--- src/hdl/u8sd_pkg.sv ---
// Shared types and constants for the UTF-8 stream decoder.
package u8sd_pkg;

  localparam int unsigned MaxResults = 4;
  localparam int unsigned ResIdxW    = $clog2(MaxResults);
  localparam int unsigned QueueDepth = 2;
  localparam int unsigned QPtrW      = (QueueDepth > 1) ? $clog2(QueueDepth) : 1;
  localparam int unsigned QCntW      = $clog2(QueueDepth + 1);

  localparam logic [20:0] MinTwoByte   = 21'h00_0080;
  localparam logic [20:0] MinThreeByte = 21'h00_0800;
  localparam logic [20:0] MinFourByte  = 21'h01_0000;
  localparam logic [20:0] SurrogateLo  = 21'h00_D800;
  localparam logic [20:0] SurrogateHi  = 21'h00_DFFF;
  localparam logic [20:0] MaxScalar    = 21'h10_FFFF;

  typedef struct packed {
    logic [7:0] in_byte;
    logic       end_of_buffer;
  } in_req_t;

  typedef struct packed {
    logic [20:0] code_point;
    logic [2:0]  seq_length;
    logic        run_last;
  } out_req_t;

  typedef struct packed {
    logic [20:0] code_point;
    logic [2:0]  seq_length;
  } item_t;

  // All results caused by one input byte.
  typedef struct packed {
    logic [ResIdxW-1:0]         last_idx;
    item_t [MaxResults-1:0]     item;
  } job_t;

endpackage

--- src/hdl/u8sd_front.sv ---
// Front end: accepts bytes, tracks the pending sequence and builds result jobs.
module u8sd_front (
  input  logic              clk_i,
  input  logic              rst_ni,
  input  logic              in_valid_i,
  output logic              in_stall_o,
  input  u8sd_pkg::in_req_t in_req_i,
  input  logic              full_i,
  output logic              push_o,
  output u8sd_pkg::job_t    job_o
);
  import u8sd_pkg::*;

  logic [7:0]  lead_q, lead_d;
  logic [20:0] part_q, part_d;
  logic [1:0]  exp_q, exp_d;
  logic [1:0]  held_q, held_d;
  logic [7:0]  hold_q [3];

  logic        accept;
  logic [7:0]  b;
  logic        eob;
  logic        pending;
  logic        is_cont;
  logic [1:0]  lead_need;
  logic [20:0] lead_val;
  logic [7:0]  hb [3];
  logic [20:0] pv;
  logic [1:0]  held_inc;
  logic        complete;
  logic        val_ok;
  logic        fresh;
  logic        success;
  logic        do_flush;
  logic [1:0]  flush_held;
  logic        add_byte;
  logic [2:0]  n_res;

  assign in_stall_o = full_i;
  assign accept     = in_valid_i & ~full_i;
  assign b          = in_req_i.in_byte;
  assign eob        = in_req_i.end_of_buffer;
  assign pending    = (exp_q != 2'd0);
  assign is_cont    = (b[7:6] == 2'b10);
  assign pv         = {part_q[14:0], b[5:0]};
  assign held_inc   = held_q + 2'd1;
  assign complete   = (held_inc == exp_q);

  always_comb begin
    lead_need = 2'd0;
    lead_val  = '0;
    if (b[7:5] == 3'b110) begin
      lead_need = 2'd1;
      lead_val  = {16'd0, b[4:0]};
    end else if (b[7:4] == 4'b1110) begin
      lead_need = 2'd2;
      lead_val  = {17'd0, b[3:0]};
    end else if (b[7:3] == 5'b11110) begin
      lead_need = 2'd3;
      lead_val  = {18'd0, b[2:0]};
    end
  end

  always_comb begin
    for (int i = 0; i < 3; i++) begin
      hb[i] = (is_cont && held_q == 2'(i)) ? b : hold_q[i];
    end
  end

  always_comb begin
    val_ok = 1'b1;
    if (exp_q == 2'd1 && pv < MinTwoByte) val_ok = 1'b0;
    if (exp_q == 2'd2 && pv < MinThreeByte) val_ok = 1'b0;
    if (exp_q == 2'd3 && pv < MinFourByte) val_ok = 1'b0;
    if (pv >= SurrogateLo && pv <= SurrogateHi) val_ok = 1'b0;
    if (pv > MaxScalar) val_ok = 1'b0;
  end

  always_comb begin
    lead_d     = lead_q;
    part_d     = part_q;
    exp_d      = exp_q;
    held_d     = held_q;
    success    = 1'b0;
    do_flush   = 1'b0;
    flush_held = held_q;
    add_byte   = 1'b0;
    fresh      = 1'b0;

    if (!pending) begin
      fresh = 1'b1;
    end else if (is_cont) begin
      part_d = pv;
      held_d = held_inc;
      if (complete || eob) begin
        lead_d = '0;
        part_d = '0;
        exp_d  = '0;
        held_d = '0;
        if (complete && val_ok) begin
          success = 1'b1;
        end else begin
          do_flush   = 1'b1;
          flush_held = held_inc;
        end
      end
    end else begin
      do_flush   = 1'b1;
      flush_held = held_q;
      lead_d     = '0;
      part_d     = '0;
      exp_d      = '0;
      held_d     = '0;
      fresh      = 1'b1;
    end

    if (fresh) begin
      if (lead_need != 2'd0 && !eob) begin
        lead_d = b;
        part_d = lead_val;
        exp_d  = lead_need;
        held_d = '0;
      end else begin
        add_byte = 1'b1;
      end
    end
  end

  always_comb begin
    n_res = {2'd0, add_byte};
    if (success) begin
      n_res = 3'd1;
    end else if (do_flush) begin
      n_res = 3'd1 + {1'b0, flush_held} + {2'd0, add_byte};
    end
  end

  always_comb begin
    job_o.last_idx = ResIdxW'(n_res - 3'd1);
    if (success) begin
      job_o.item[0] = '{code_point: pv, seq_length: {1'b0, exp_q} + 3'd1};
    end else if (do_flush) begin
      job_o.item[0] = '{code_point: {13'd0, lead_q}, seq_length: 3'd1};
    end else begin
      job_o.item[0] = '{code_point: {13'd0, b}, seq_length: 3'd1};
    end
    for (int i = 1; i < MaxResults; i++) begin
      if (do_flush && 2'(i) <= flush_held) begin
        job_o.item[i] = '{code_point: {13'd0, hb[i-1]}, seq_length: 3'd1};
      end else begin
        job_o.item[i] = '{code_point: {13'd0, b}, seq_length: 3'd1};
      end
    end
  end

  assign push_o = accept & (n_res != 3'd0);

  always_ff @(posedge clk_i or negedge rst_ni) begin
    if (!rst_ni) begin
      lead_q <= '0;
      part_q <= '0;
      exp_q  <= '0;
      held_q <= '0;
    end else if (accept) begin
      lead_q <= lead_d;
      part_q <= part_d;
      exp_q  <= exp_d;
      held_q <= held_d;
    end
  end

  always_ff @(posedge clk_i) begin
    if (accept && pending && is_cont) begin
      hold_q[held_q] <= b;
    end
  end

  a_held_below_expected: assert property (@(posedge clk_i) disable iff (!rst_ni)
    exp_q != 2'd0 |-> held_q < exp_q)
    else $error("held count not below expected count");

  a_lead_is_lead: assert property (@(posedge clk_i) disable iff (!rst_ni)
    exp_q != 2'd0 |-> lead_q[7:6] == 2'b11)
    else $error("pending sequence without a lead byte");

endmodule

--- src/hdl/u8sd_queue.sv ---
// Short job queue between the decode front end and the emitting back end.
module u8sd_queue (
  input  logic           clk_i,
  input  logic           rst_ni,
  input  logic           push_i,
  input  u8sd_pkg::job_t push_job_i,
  output logic           full_o,
  input  logic           pop_i,
  output logic           empty_o,
  output u8sd_pkg::job_t pop_job_o
);
  import u8sd_pkg::*;

  job_t             mem_q [QueueDepth];
  logic [QPtrW-1:0] wr_q, rd_q;
  logic [QCntW-1:0] cnt_q;
  logic             do_push, do_pop;

  assign full_o    = (cnt_q == QCntW'(QueueDepth));
  assign empty_o   = (cnt_q == '0);
  assign pop_job_o = mem_q[rd_q];
  assign do_push   = push_i & ~full_o;
  assign do_pop    = pop_i & ~empty_o;

  always_ff @(posedge clk_i or negedge rst_ni) begin
    if (!rst_ni) begin
      wr_q  <= '0;
      rd_q  <= '0;
      cnt_q <= '0;
    end else begin
      if (do_push) begin
        wr_q <= (wr_q == QPtrW'(QueueDepth - 1)) ? '0 : wr_q + 1'b1;
      end
      if (do_pop) begin
        rd_q <= (rd_q == QPtrW'(QueueDepth - 1)) ? '0 : rd_q + 1'b1;
      end
      if (do_push && !do_pop) begin
        cnt_q <= cnt_q + 1'b1;
      end else if (do_pop && !do_push) begin
        cnt_q <= cnt_q - 1'b1;
      end
    end
  end

  always_ff @(posedge clk_i) begin
    if (do_push) begin
      mem_q[wr_q] <= push_job_i;
    end
  end

  a_cnt_bound: assert property (@(posedge clk_i) disable iff (!rst_ni)
    cnt_q <= QCntW'(QueueDepth))
    else $error("queue count beyond depth");

endmodule

--- src/hdl/u8sd_back.sv ---
// Back end: walks each job and hands out its results one request at a time.
module u8sd_back (
  input  logic               clk_i,
  input  logic               rst_ni,
  input  logic               empty_i,
  input  u8sd_pkg::job_t     job_i,
  output logic               pop_o,
  output logic               out_valid_o,
  input  logic               out_stall_i,
  output u8sd_pkg::out_req_t out_req_o
);
  import u8sd_pkg::*;

  job_t               cur_q;
  logic               cur_valid_q;
  logic [ResIdxW-1:0] idx_q;
  logic               out_take;
  logic               at_last;
  item_t              cur_item;

  assign at_last  = (idx_q == cur_q.last_idx);
  assign out_take = cur_valid_q & ~out_stall_i;
  assign pop_o    = ~empty_i & (~cur_valid_q | (out_take & at_last));
  assign cur_item = cur_q.item[idx_q];

  assign out_valid_o          = cur_valid_q;
  assign out_req_o.code_point = cur_item.code_point;
  assign out_req_o.seq_length = cur_item.seq_length;
  assign out_req_o.run_last   = at_last;

  always_ff @(posedge clk_i or negedge rst_ni) begin
    if (!rst_ni) begin
      cur_valid_q <= 1'b0;
      idx_q       <= '0;
    end else if (pop_o) begin
      cur_valid_q <= 1'b1;
      idx_q       <= '0;
    end else if (out_take) begin
      if (at_last) begin
        cur_valid_q <= 1'b0;
        idx_q       <= '0;
      end else begin
        idx_q <= idx_q + 1'b1;
      end
    end
  end

  always_ff @(posedge clk_i) begin
    if (pop_o) begin
      cur_q <= job_i;
    end
  end

  a_idx_in_job: assert property (@(posedge clk_i) disable iff (!rst_ni)
    cur_valid_q |-> idx_q <= cur_q.last_idx)
    else $error("result index past end of job");

endmodule

--- src/hdl/utf8_stream_decoder.sv ---
// Top level of the UTF-8 stream decoder: front end, job queue and back end.
// Throughput is one byte per cycle while the job queue is not full. The back end
// hands out a byte's n results one result per cycle while the output is not
// stalled; a byte that only opens or extends a sequence pushes no job. A
// two-entry job queue between the decode front end and the emitting back end
// lets input run ahead while a multi-result flush drains; when it is full the
// input stalls. A byte's job is queued, then loaded into the back end's job register.
module utf8_stream_decoder (
  input  logic               clk_i,
  input  logic               rst_ni,
  input  logic               in_valid_i,
  output logic               in_stall_o,
  input  u8sd_pkg::in_req_t  in_req_i,
  output logic               out_valid_o,
  input  logic               out_stall_i,
  output u8sd_pkg::out_req_t out_req_o
);
  import u8sd_pkg::*;

  logic push, full, pop, empty;
  job_t push_job, pop_job;

  u8sd_front u_front (
    .clk_i      (clk_i),
    .rst_ni     (rst_ni),
    .in_valid_i (in_valid_i),
    .in_stall_o (in_stall_o),
    .in_req_i   (in_req_i),
    .full_i     (full),
    .push_o     (push),
    .job_o      (push_job)
  );

  u8sd_queue u_queue (
    .clk_i      (clk_i),
    .rst_ni     (rst_ni),
    .push_i     (push),
    .push_job_i (push_job),
    .full_o     (full),
    .pop_i      (pop),
    .empty_o    (empty),
    .pop_job_o  (pop_job)
  );

  u8sd_back u_back (
    .clk_i       (clk_i),
    .rst_ni      (rst_ni),
    .empty_i     (empty),
    .job_i       (pop_job),
    .pop_o       (pop),
    .out_valid_o (out_valid_o),
    .out_stall_i (out_stall_i),
    .out_req_o   (out_req_o)
  );

endmodule

--- config.mk ---
export PLATFORM = sky130hd
export DESIGN_NAME = utf8_stream_decoder
export DESIGN_NICKNAME = d
export VERILOG_FILES = /design/src/hdl/u8sd_pkg.sv /design/src/hdl/u8sd_front.sv /design/src/hdl/u8sd_queue.sv /design/src/hdl/u8sd_back.sv /design/src/hdl/utf8_stream_decoder.sv
export SDC_FILE = /design/constraint.sdc
export NUM_CORES = 1
export LEC_CHECK = 0
export ABC_CLOCK_PERIOD_IN_PS = 7500
export BUFFER_PORTS_ARGS = -buffer_cell sky130_fd_sc_hd__buf_2
export CAP_MARGIN = 15
export CORE_ASPECT_RATIO = 1.75
export CORE_UTILIZATION = 41
export CTS_CLUSTER_DIAMETER = 150
export DETAILED_ROUTE_END_ITERATION = 8
export PLACE_DENSITY = 0.63
export SYNTH_ARGS = -nofsm -noshare
export SYNTH_HDL_FRONTEND = slang
export SYNTH_HIERARCHICAL = 1
export SYNTH_SLANG_ARGS = --single-unit
--- constraint.sdc ---
create_clock -name clk_i -period 7.5 [get_ports clk_i]
set_clock_uncertainty 0.05 [all_clocks]
set_input_delay 0.375 -clock clk_i [delete_from_list [all_inputs] [get_ports clk_i]]
set_output_delay 0.375 -clock clk_i [all_outputs]
set_load 0.05 [all_outputs]
Yosys cells after proc, flatten, opt, wreduce, memory -nomap -nowiden
Memory sizes are Yosys's and may differ from the RTL's. A register that Yosys moved wholly into a read port is not among the register bits. Cells that the tools add are included.

Add/sub/neg operators: 10. $mul: 0. Divide/modulo/power cells: 0. Order comparisons: 10. Equal/unequal tests: 12. Shifts and indexed selects: 0. Multiplexer cells: 73. Bitwise logic cells: 12. Reduce and logical (&&, ||, !) cells: 29.

Operator list (number): 2-to-1 mux 21 bit (7); 2-to-1 mux 8 bit (8); binary-select mux 24 bit (select 2 bit) (1); 2-to-1 mux 24 bit (2); 2-to-1 mux 11 bit (4); 2-to-1 mux 2 bit (22); 2-to-1 mux 1 bit (26); greater-or-equal comparator 21 x 16 -> 1 bit, second input constant (1); greater-than comparator 21 bit, second input constant (1); <= comparator 21 x 16 -> 1 bit, second input constant (1); less-than comparator 21 x 12 -> 1 bit, second input constant (1); less-than comparator 21 x 17 -> 1 bit, second input constant (1); less-than comparator 21 x 8 -> 1 bit, second input constant (1); logical AND 1 bit (16); equality test 2 bit, second input constant (5); nonzero test 2 bit (5); 2-to-1 mux 3 bit (3); AND 1 bit (7); adder 2 x 1 -> 2 bit, second input constant (3); equality test 5 bit, second input constant (1); equality test 2 x 1 -> 1 bit, second input constant (2); equality test 2 bit (2); equality test 4 bit, second input constant (1); <= comparator 2 bit, first input constant (2); other kinds (15) (23).

Bits in registers: 103. Bits in latches: 0. RAM bits: 142. Memory bits (read-only): 0. Memories kept: 2.

Memories: u_queue.mem_q (words 2, bits a word 59, read ports 1, clocked after memory_dff 1, wr ports 1, line u8sd_queue.sv:14) `job_t mem_q [QueueDepth];`; u_front.hold_q (words 3, bits a word 8, read ports 3, clocked after memory_dff 0, wr ports 1, line u8sd_front.sv:18) `logic [7:0] hold_q [3];`.

Longest topological paths before layout
Word-level depth: 23. Depth in mapped cells: 21. Depth with buffers taken out: 21.

Hierarchy
The synthesis kept the hierarchy.

Modules (own cells, without submodules): u8sd_queue (instances 1, cells each 324, area an instance 7297.0 sq um, seq. area each 5985.7 sq um); u8sd_back (instances 1, cells each 148, area an instance 3734.8 sq um, seq. area each 3017.9 sq um); u8sd_front (instances 1, cells each 278, area an instance 3135.5 sq um, seq. area each 1396.3 sq um).

Least setup slack after synthesis
Ideal clock, no wire load.

Path type: register to register. Start: register u_front.held_q[0]. End: memory u_queue/mem_q[0][0] (netlist bit) (enable). Setup time: 0.555 ns. Data arrival time: 7.186 ns. Data required time: 6.895 ns. Slack: -0.292 ns. Cell stages (with the launch flop): 18. Path through: dfrtp_1 -> inv_1 -> ha_1 -> xnor2_1 -> and2_1 -> a21o_1 -> or3_1 -> xnor2_1 -> ha_1 -> inv_1 -> ha_1 -> inv_1 -> or2_2 -> ha_1 -> o21a_1 -> nor2_1 -> nand2_1 -> nor2_1.

Longest elaborated chain between the ends: 16. Elaborated cells between the ends (all ways): 25. Classes of those cells: add/sub: 3; eq/ne: 1; mux: 16; bitwise: 2; reduce/logical: 3.

Ends and longest elaborated chain: start, declared (line u8sd_front.sv:17) `logic [1:0] held_q, held_d;`; start signal, assigned (line u8sd_front.sv:168) `held_q <= held_d;`; adder 2 x 1 -> 2 bit (line u8sd_front.sv:46) `assign held_inc = held_q + 2'd1;`; equality test 2 bit (line u8sd_front.sv:47) `assign complete = (held_inc == exp_q);`; logical AND 1 bit (line u8sd_front.sv:100) `if (complete && val_ok) begin`; 2-to-1 mux 2 bit (line u8sd_front.sv:100); 2-to-1 mux 2 bit (line u8sd_front.sv:95) `if (complete || eob) begin`; 2-to-1 mux 2 bit (line u8sd_front.sv:92) `end else if (is_cont) begin`; 2-to-1 mux 2 bit (line u8sd_front.sv:90) `if (!pending) begin`; adder 1 x 2 -> 3 bit (line u8sd_front.sv:134) `n_res = 3'd1 + {1'b0, flush_held} + {2'd0, add_byte};`; adder 3 x 1 -> 3 bit (line u8sd_front.sv:134); 2-to-1 mux 3 bit (line u8sd_front.sv:133) `end else if (do_flush) begin`; 2-to-1 mux 3 bit (*) (line u8sd_front.sv:131) `if (success) begin`; nonzero test 3 bit (*) (line u8sd_front.sv:156) `assign push_o = accept & (n_res != 3'd0);`; AND 1 bit (*) (line u8sd_front.sv:156); via push (line utf8_stream_decoder.sv:20) `logic push, full, pop, empty;`; AND 1 bit (*) (line u8sd_queue.sv:22) `assign do_push = push_i & ~full_o;`; 2-to-1 mux 1 bit (*) (line u8sd_queue.sv:46) `if (do_push) begin`; 2-to-1 mux 1 bit (implied by the code) (*) (line u8sd_queue.sv:47) `mem_q[wr_q] <= push_job_i;`; end, declared (line u8sd_queue.sv:14).

Mark *: on every way through the listed nets, which the timed path passes. The rest lies on a longest branch.

Worst setup path after layout
Start: register u_front.held_q[0]. End: memory u_queue/mem_q[1][32] (netlist bit) (enable).

The elaborated chain is that of the path after synthesis.

==> run summary <==
======================================================================================
Worst setup path endpoint ............................................... u_queue/mem_q[1][32]
Top FF cell, synth ......................................................     edfxtp_1
RePlAce Congestion ......................................................        0.851
Peak supply drop ........................................................       254 uV
H-tree depth ............................................................            1
Area inside the core boundary ........................................... 0.0339 sq mm
DR iter-0 viols .........................................................          341
Global-route wire length before repair ..................................      37.2 mm
Final-layout fill cell count ............................................         2960
Gate count after technology mapping .....................................          750
CTS tree ................................................................         done
Power density cells .....................................................  412 mW/mm^2
Width of the chip .......................................................  143 microns
Remaining design rule violation count ...................................            0
Routed length per placed instance ....................................... 18.6 microns
Run status .............................................................. finished clean
Worst setup startpoint .................................................. u_front/held_q[0]
Count of flip-flops with a built-in enable after synthesis ..............          318
Detailed placer's ending HPWL ...........................................      14.4 mm
Final TNS setup .........................................................         0 ns
Number of detailed-route iterations in the first pass ...................            4
Maximum clock frequency .................................................      188 MHz
Residual antenna-violating net count after detailed routing .............            0
FF+latch count, synth ...................................................          352
Data required time of the worst path ....................................      7.65 ns
Netlist area before placement ........................................... 0.0142 sq mm
Portion of synthesized cell area occupied by the leading cell type ......        67.4%
Tcrit/Tclk final ........................................................        70.9%
Average via count per standard cell .....................................         4.95
Largest net degree at the start of global routing .......................           68
Aggregate global routing overflow .......................................            0
Num CTS Buffers .........................................................           30
Root buffer selected by CTS .............................................    clkbuf_16
Antenna diodes ..........................................................            0
Library cell with the largest summed area after synthesis ...............     edfxtp_1
End of the worst register-to-register path .............................. u_queue/mem_q[1][32]
Startpoint of the most critical register-to-register path ............... u_front/held_q[0]
Vias in the first global route ..........................................         6677
Setup repair after global routing missed its margin .....................        false
Mean cell area of the mapped netlist ....................................   18.9 sq um
Final-report max-slew violation count ...................................            0
Clock slew at the register clock pins of the worst setup and hold paths .      0.06 ns
Layout overhead on the synthesized area .................................        10.3%
Ports placed on the boundary ............................................           40
Worst setup slack for register-to-register paths ........................      2.18 ns
Count of cell types in the netlist ......................................           58
Total number of placement rows ..........................................           89
Number of synthesis warnings ............................................            6
Hold Crit Class ......................................................... input pin to flip-flop
Post-layout min period ..................................................      5.32 ns
Final #Nets .............................................................          826
Cells taking the most area after synthesis .............................. edfxtp_1 67%, mux2_2 9.2%, dfrtp_1 6.0%
Final instance area ..................................................... 0.0156 sq mm
Async set-or-reset flop fraction in the synthesized netlist .............        9.66%
Critical path start-end classification .................................. flip-flop to flip-flop
MaxCap Viol Count .......................................................            0
Clock Sink Count ........................................................          352
CP arrival ..............................................................      5.46 ns
Number of cells on the worst reg-to-reg path ............................           17
Initial antenna violation count .........................................            0
# setup viols final .....................................................            0
Critical Path End Type ..................................................    flip-flop
Initial Utilization .....................................................        41.9%
Die Y-Extent ............................................................  248 microns
Number of buffers added on ports ........................................           39
Final hold violations ...................................................            0
Crit-path max FO ........................................................           65
HP Start ................................................................  in_req_i[8]
Post-cts gate resize count ..............................................            0
Post-detailed-routing wire length .......................................      23.8 mm
Total global-route track usage ..........................................        14.0%
Cell area after placement ............................................... 0.0147 sq mm
Worst-skew pair later-pin latency .......................................      0.55 ns
Leakage Power ...........................................................      5.42 nW
Kind of start point of the critical path ................................    flip-flop
Total number of vias ....................................................         6336
Tightest slew margin relative to the limit ..............................        31.7%
Share of the yosys chip area belonging to registers .....................        73.4%
Transition time at the pin with the least slew margin ...................      1.02 ns
Longest Clk Path Bufs ...................................................            3
Share of final-layout standard cells stronger than drive strength 1 .....        30.4%
Area of the die ......................................................... 0.0353 sq mm
======================================================================================
[worst min path at each step]
stage | endpoint | slack [ns] | cells past startpoint
finish | u_front/hold_q[2][7] | 0.04 | 1
global route | u_front/hold_q[2][7] | 0.02 | 1
CTS | u_front/hold_q[0][7] | 0.005 | 1
detailed placement | u_front/lead_q[6] | 0.43 | 1
global placement | u_front/lead_q[7] | 0.41 | 1
floorplan | u_back/idx_q[0] | 0.03 | 0
[cell usage after synthesis (all sizes together) (2+ instances only)]
| cell | n |
|---|---|
| edfxtp | 318 |
| mux2 | 126 |
| buf | 68 |
| dfrtp | 34 |
| a22o | 24 |
| mux4 | 24 |
| inv | 17 |
| and2 | 16 |
| nor2 | 13 |
| nand2 | 12 |
| ha | 11 |
| a21oi | 8 |
| clkbuf | 6 |
| xnor2 | 6 |
| and3 | 5 |
| xor2 | 5 |
| nand2b | 4 |
| nand3 | 4 |
| o21ai | 4 |
| o31ai | 4 |
| a21o | 3 |
| nor2b | 3 |
| a22oi | 2 |
| conb | 2 |
| mux2i | 2 |
| nor3 | 2 |
| nor4 | 2 |
| o41ai | 2 |
| or2 | 2 |
| or3 | 2 |
| or4 | 2 |
[layout make-up]
class | instances | area (sq um) | area share [%]
clock buffers | 40 | 830 | 5.31
clock inverters | 16 | 97.6 | 0.625
inverters | 17 | 63.8 | 0.409
multi-input cells | 353 | 3370 | 21.6
flip-flops and latches | 352 | 10400 | 66.6
well taps | 455 | 569 | 3.64
repair buffers | 48 | 280 | 1.79
[registers in the layout (all words and copies together), names as in the netlist]
| signal | cells |
|---|---|
| u_queue/mem_q | 196 |
| u_back/cur_q | 98 |
| u_front/hold_q | 24 |
| u_front/part_q | 15 |
| u_front/lead_q | 8 |
| u_back/idx_q | 2 |
| u_front/exp_q | 2 |
| u_front/held_q | 2 |
| u_queue/cnt_q | 2 |
| u_back/out_valid_o | 1 |
| u_queue/rd_q | 1 |
| u_queue/wr_q | 1 |
[layout by cell type (no fill, tap or decap), drive strengths merged, types with 4 or more instances in the layout]
cell / n
a21oi: 8
nand3: 4
buf: 46
edfxtp: 318
mux4: 24
conb: 48
a22o: 24
o21ai: 4
nor2: 13
ha: 11
and3: 5
clkbuf: 40
clkinv: 14
nand2: 12
inv: 17
mux2: 126
xnor2: 6
and2: 16
o31ai: 4
nand2b: 4
xor2: 5
dfrtp: 34
[report_power, final]
part           internal (mW)  switching (mW)  leakage, nW  total, mW
clock network          0.808           0.657        0.455       1.46
registers               2.85           0.192         3.36       3.04
logic                  0.695            1.23         1.60       1.93
[critical path: stages, from the launching register on]
cell,delay (ns)
dfrtp_1,0.42
inv_1,0.16
ha_1,0.39
xnor2_1,0.26
a21oi_1,0.13
a21o_1,0.21
or3_1,0.40
xnor2_1,0.27
ha_1,0.19
inv_1,0.04
ha_1,0.26
inv_1,0.03
or2_2,0.28
ha_1,0.19
o21a_1,0.10
nor2_1,0.12
and3_4,0.86
buf_4,0.56
[per-layer routing]
metal	vias up	wire, microns	track usage (%)
met1	3258	9310	16.0
met2	100	13100	26.3
met3	46	743	1.76
met4	0	693	5.63
li1	2932	-	-
met5	-	0	0
[through the flow]
stage	std cells	util [%]	hold WS [ns]	power [mW]	setup slack, ns
after CTS	1281	46.1	0.00478	6.53	2.22
after detailed placement	1223	43.3	0.426	5.05	2.23
after floorplan	796	-	0.0294	4.63	0.261
final	1281	46.1	0.0353	6.43	2.18
after global placement	1223	43.3	0.413	5.02	2.35
after global routing	1281	46.1	0.0225	6.74	1.82
[timing repair]
action	CTS	global route
setup buffers	0	0
hold buffers	2	0
hold endpoints to repair	35	0
[cells by family (layout without fill, tap and decap cells)]
logic type | after synthesis | after routing | share of synthesized area [%]
DFF | 352 | 352 | 73.4
muxes | 152 | 152 | 14.3
xor gates and xnor gates | 11 | 11 | 0.680
AOI/OAI and AO/OA | 60 | 60 | 3.58
adders and majority gates | 11 | 11 | 0.971
buffers and inverters | 91 | 121 | 4.18
and+or+nand+nor | 71 | 71 | 2.87
other | 2 | 48 | 0.0530
No activity file was read; power rests on OpenSTA's default activity.
